==> src/design/scb_ram.sv <==
// Generic simple dual-port RAM with a registered read.
`default_nettype none
module scb_ram #(
	parameter int WIDTH = 32,
	parameter int DEPTH = 64,
	localparam int AW = (DEPTH > 1) ? $clog2(DEPTH) : 1
) (
	input  logic             clk,
	input  logic             we,
	input  logic [AW-1:0]    waddr,
	input  logic [WIDTH-1:0] wdata,
	input  logic [AW-1:0]    raddr,
	output logic [WIDTH-1:0] rdata
);
	logic [WIDTH-1:0] mem [DEPTH];

	always_ff @(posedge clk) begin
		if (we) begin
			mem[waddr] <= wdata;
		end
		rdata <= mem[raddr];
	end
endmodule
`default_nettype wire

==> config.mk <==
export PLATFORM = sky130hd
export DESIGN_NAME = scb_ram
export DESIGN_NICKNAME = d
export VERILOG_FILES = /design/src/design/scb_ram.sv
export SDC_FILE = /design/constraint.sdc
export NUM_CORES = 2
export LEC_CHECK = 0
export BUFFER_PORTS_ARGS = -buffer_cell sky130_fd_sc_hd__buf_2
export CORE_ASPECT_RATIO = 0.75
export CORE_MARGIN = 2
export CORE_UTILIZATION = 35
export CTS_CLUSTER_SIZE = 8
export DETAILED_ROUTE_END_ITERATION = 10
export GPL_TIMING_DRIVEN = 0
export SLEW_MARGIN = 20
export SYNTH_ARGS = -nofsm -noshare
export SYNTH_HDL_FRONTEND = slang
export SYNTH_SLANG_ARGS = --single-unit
==> constraint.sdc <==
create_clock -name clk -period 6 [get_ports clk]
set_input_delay 0.9 -clock clk [delete_from_list [all_inputs] [get_ports clk]]
set_output_delay 0.9 -clock clk [all_outputs]
set_load 0.05 [all_outputs]
==> key figures <==
Pwr
  – Part of the power in combinational logic: 5.7%
  – Tot Pwr: 33.10 mW
  – Power per cell area: 350.8 nW/um2
  – Peak VDD IR: 0.0002173 V
  – Part of the power in the clock network: 45.5%
  – Leak: 29.47 nW
  – Internal Dissipation: 25.84 mW
  – Sw Share: 21.96%
  – Psw: 7.269 mW
  – Reg power frac: 48.8%

Setup path
  – Worst setup SP type: input port
  – WS Path Type: input port to register
  – Worst EP arrival: 5240 ps
  – CP max FO: 10
  – WP buf/inv: 4
  – Slowest-stage cell, CP: buf_1
  – Worst path cell trace: buf_2 > buf_2 > nand2b_1 > buf_1 > clkbuf_1 > o22ai_1 > nor2_1 > a21oi_1 > nor2_1
  – Crit path capture type: register
  – CP top delay family: buffers and inverters
  – Req. time, crit path: 6730 ps
  – Crit-path max cell delay: 840 ps

STA
  – Hold WS: 578.2 ps
  – Final Setup Violations: 0
  – Max frequency: 0.2217 GHz
  – RSZ-0062 raised after global routing: no
  – Final setup skew: 76.46 ps
  – Min Tclk post-route: 4510 ps
  – Worst-margin pin slew: 1311 ps
  – Slew headroom: 12.59%
  – Pins over their slew limit: 0
  – TNS Setup: 0 ps
  – Worst setup slack after layout: 1490 ps
  – Tcrit/Tclk final: 75.17%
  – Hold Vio Cnt, Final: 0

Clock network
  – Clock latency on the worst-skew pair: 860 ps
  – Post-CTS Setup Bufs: 0
  – Longest Clk Path Bufs: 4
  – Worst-path clk slew: 60 ps
  – Root Buffer: clkbuf_16
  – Num CTS Buffers: 303
  – Gates resized, CTS repair: 0
  – CTS tree: done
  – CTS sink count: 2080
  – CTS Hold Buffers Added: 0
  – H-Tree Depth: 5

Logic synthesis
  – Mapped Area: 78520 um2
  – Asr flop ratio synth: 0%
  – Flops & latches, synth: 2080
  – Post-Synthesis Cells: 3324
  – Synth warn: 0
  – Mapped Nets: 3370
  – Number of synthesized flops with an enable pin: 2048
  – Register area share after synthesis: 79.14%
  – Most frequent cells after synthesis: 2048 x edfxtp_1, 544 x mux4_2, 137 x nor2_1, 93 x mux2i_1, 84 x o22ai_1
  – Most used DFF post-synth: edfxtp_1
  – Synth area leaders: edfxtp_1 78%, mux4_2 16%, mux2i_1 1.2%
  – Count leader, synth: edfxtp_1
  – Distinct cells, synth: 34
  – Syn avg cell area: 23.62 um2
  – Yosys top cell area share: 78.33%
  – Leading area contributor after synthesis: edfxtp_1

Placed design
  – Final HPWL DP: 162800 um
  – Pre-CTS WS: 619.5 ps
  – Port Buffers: 69
  – Placed Cells incl. Taps: 6493
  – Routability congestion estimate from global placement: 0.8809
  – Dpl cell area: 86210 um2

Die
  – DIE WIDTH: 550.9 um
  – Initial core utilization: 35.21%
  – Area of the die: 228200 um2
  – Die Height: 414.2 um
  – Core area: 223000 um2
  – # IOs: 78
  – FP Rows: 150

Routing
  – WL final: 245600 um
  – DRT iter0 DRCs: 7326
  – Max layer used: met4
  – Vias per cell: 5.903
  – WL met3: 33070 um
  – Met2 WL: 106500 um
  – Final ANT Viol Nets: 0
  – # DRC: 0
  – Metal-1 WL: 98270 um
  – Wirelength per Cell: 35.84 um
  – Vias: 40460
  – TritonRoute pass-1 iters: 6

Final layout
  – Final std cells w/o fill: 6854
  – Fillers: 18840
  – Finished layout cell area: 94370 um2
  – Final Core Density: 42.33%
  – Area delta synth->final: 20.20%
  – Layout cells sized above 1: 32.25%
  – Nets: 3881

Global routing
  – First-pass GRT wire length: 332000 um
  – Antenna violations before repair: 16
  – Vias in the first global route: 39120
  – Largest net degree at the start of global routing: 65
  – GRT Util Overall: 21.29%
  – GR Overflow Total: 0

Hold path
  – Worst min path class: input port to register

Status
  – Status: completed

Flow run
  – Max-Cap Viols: 0
-- path summary, 6_finish.rpt --
| path | slack, ps | end | startpoint | cells after the start |
|---|---|---|---|---|
| hold reg to reg | 900 | rdata[8]$_DFF_P_ | mem[29][8]$_DFFE_PP_ | 4 |
| hold / removal | 580 | mem[14][30]$_DFFE_PP_ | wdata[30] | 1 |
| setup reg to reg | 3400 | rdata[13]$_DFF_P_ | mem[46][13]$_DFFE_PP_ | 5 |
| setup / recovery | 1490 | rdata[22]$_DFF_P_ | raddr[1] | 9 |
-- layout make-up --
| class | count | area [um2] | area share, % |
|---|---|---|---|
| diodes | 5 | 12.51 | 0.01326 |
| plain buffers | 182 | 910.9 | 0.9652 |
| clock buffers | 336 | 7834 | 8.301 |
| clock inverters | 19 | 271.5 | 0.2877 |
| multi-input cells | 1062 | 15970 | 16.92 |
| flip-flops and latches | 2080 | 62140 | 65.84 |
| well taps | 2964 | 3709 | 3.930 |
| repair buffers | 206 | 3532 | 3.743 |
-- sequential cells by signal, indices dropped and copies added, names as in the netlist --
| register | cells |
|---|---|
| mem | 2048 |
| rdata | 32 |
-- cell usage in the layout, fill, tap and decap left out, drive strengths merged, types with 26 or more instances in the layout --
master,instances
edfxtp,2048
mux4,544
clkbuf,412
buf,312
nor2,137
mux2i,93
o22ai,84
a21oi,62
dfxtp,32
o221ai,27
nand2,26
-- power by group through the flow --
stage          combinational (mW)  sequential [mW]  clock [mW]
2_1_floorplan               0.782             16.5           0
3_3_place_gp                 1.76             16.4           0
3_5_place_dp                 1.84             16.4           0
4_1_cts                      1.84             16.2        15.2
5_1_grt                      1.92             16.1        15.8
6_report                     1.87             16.2        15.1
-- kinds of logic after synthesis --
family	Yosys count	share of synthesized area (%)
muxes	637	16.79
DFF	2080	79.14
buffers and inverters	182	1.128
and+or+nand+nor	223	1.265
AOI/OAI and AO/OA	202	1.673
-- worst register-to-register path, cell delays in order (launching register included) --
cell	delay [ps]
edfxtp_1	360
mux4_2	460
mux2i_1	340
a21oi_1	330
a21oi_1	660
nor2_1	240
-- layer usage --
layer  vias to the layer above  track usage (%)
met5                         -                0
met4                         0            6.108
met3                       422            6.680
met2                      2919            30.49
met1                     21870            31.14
li1                      15250                -
(Power assumes the default switching activity.)
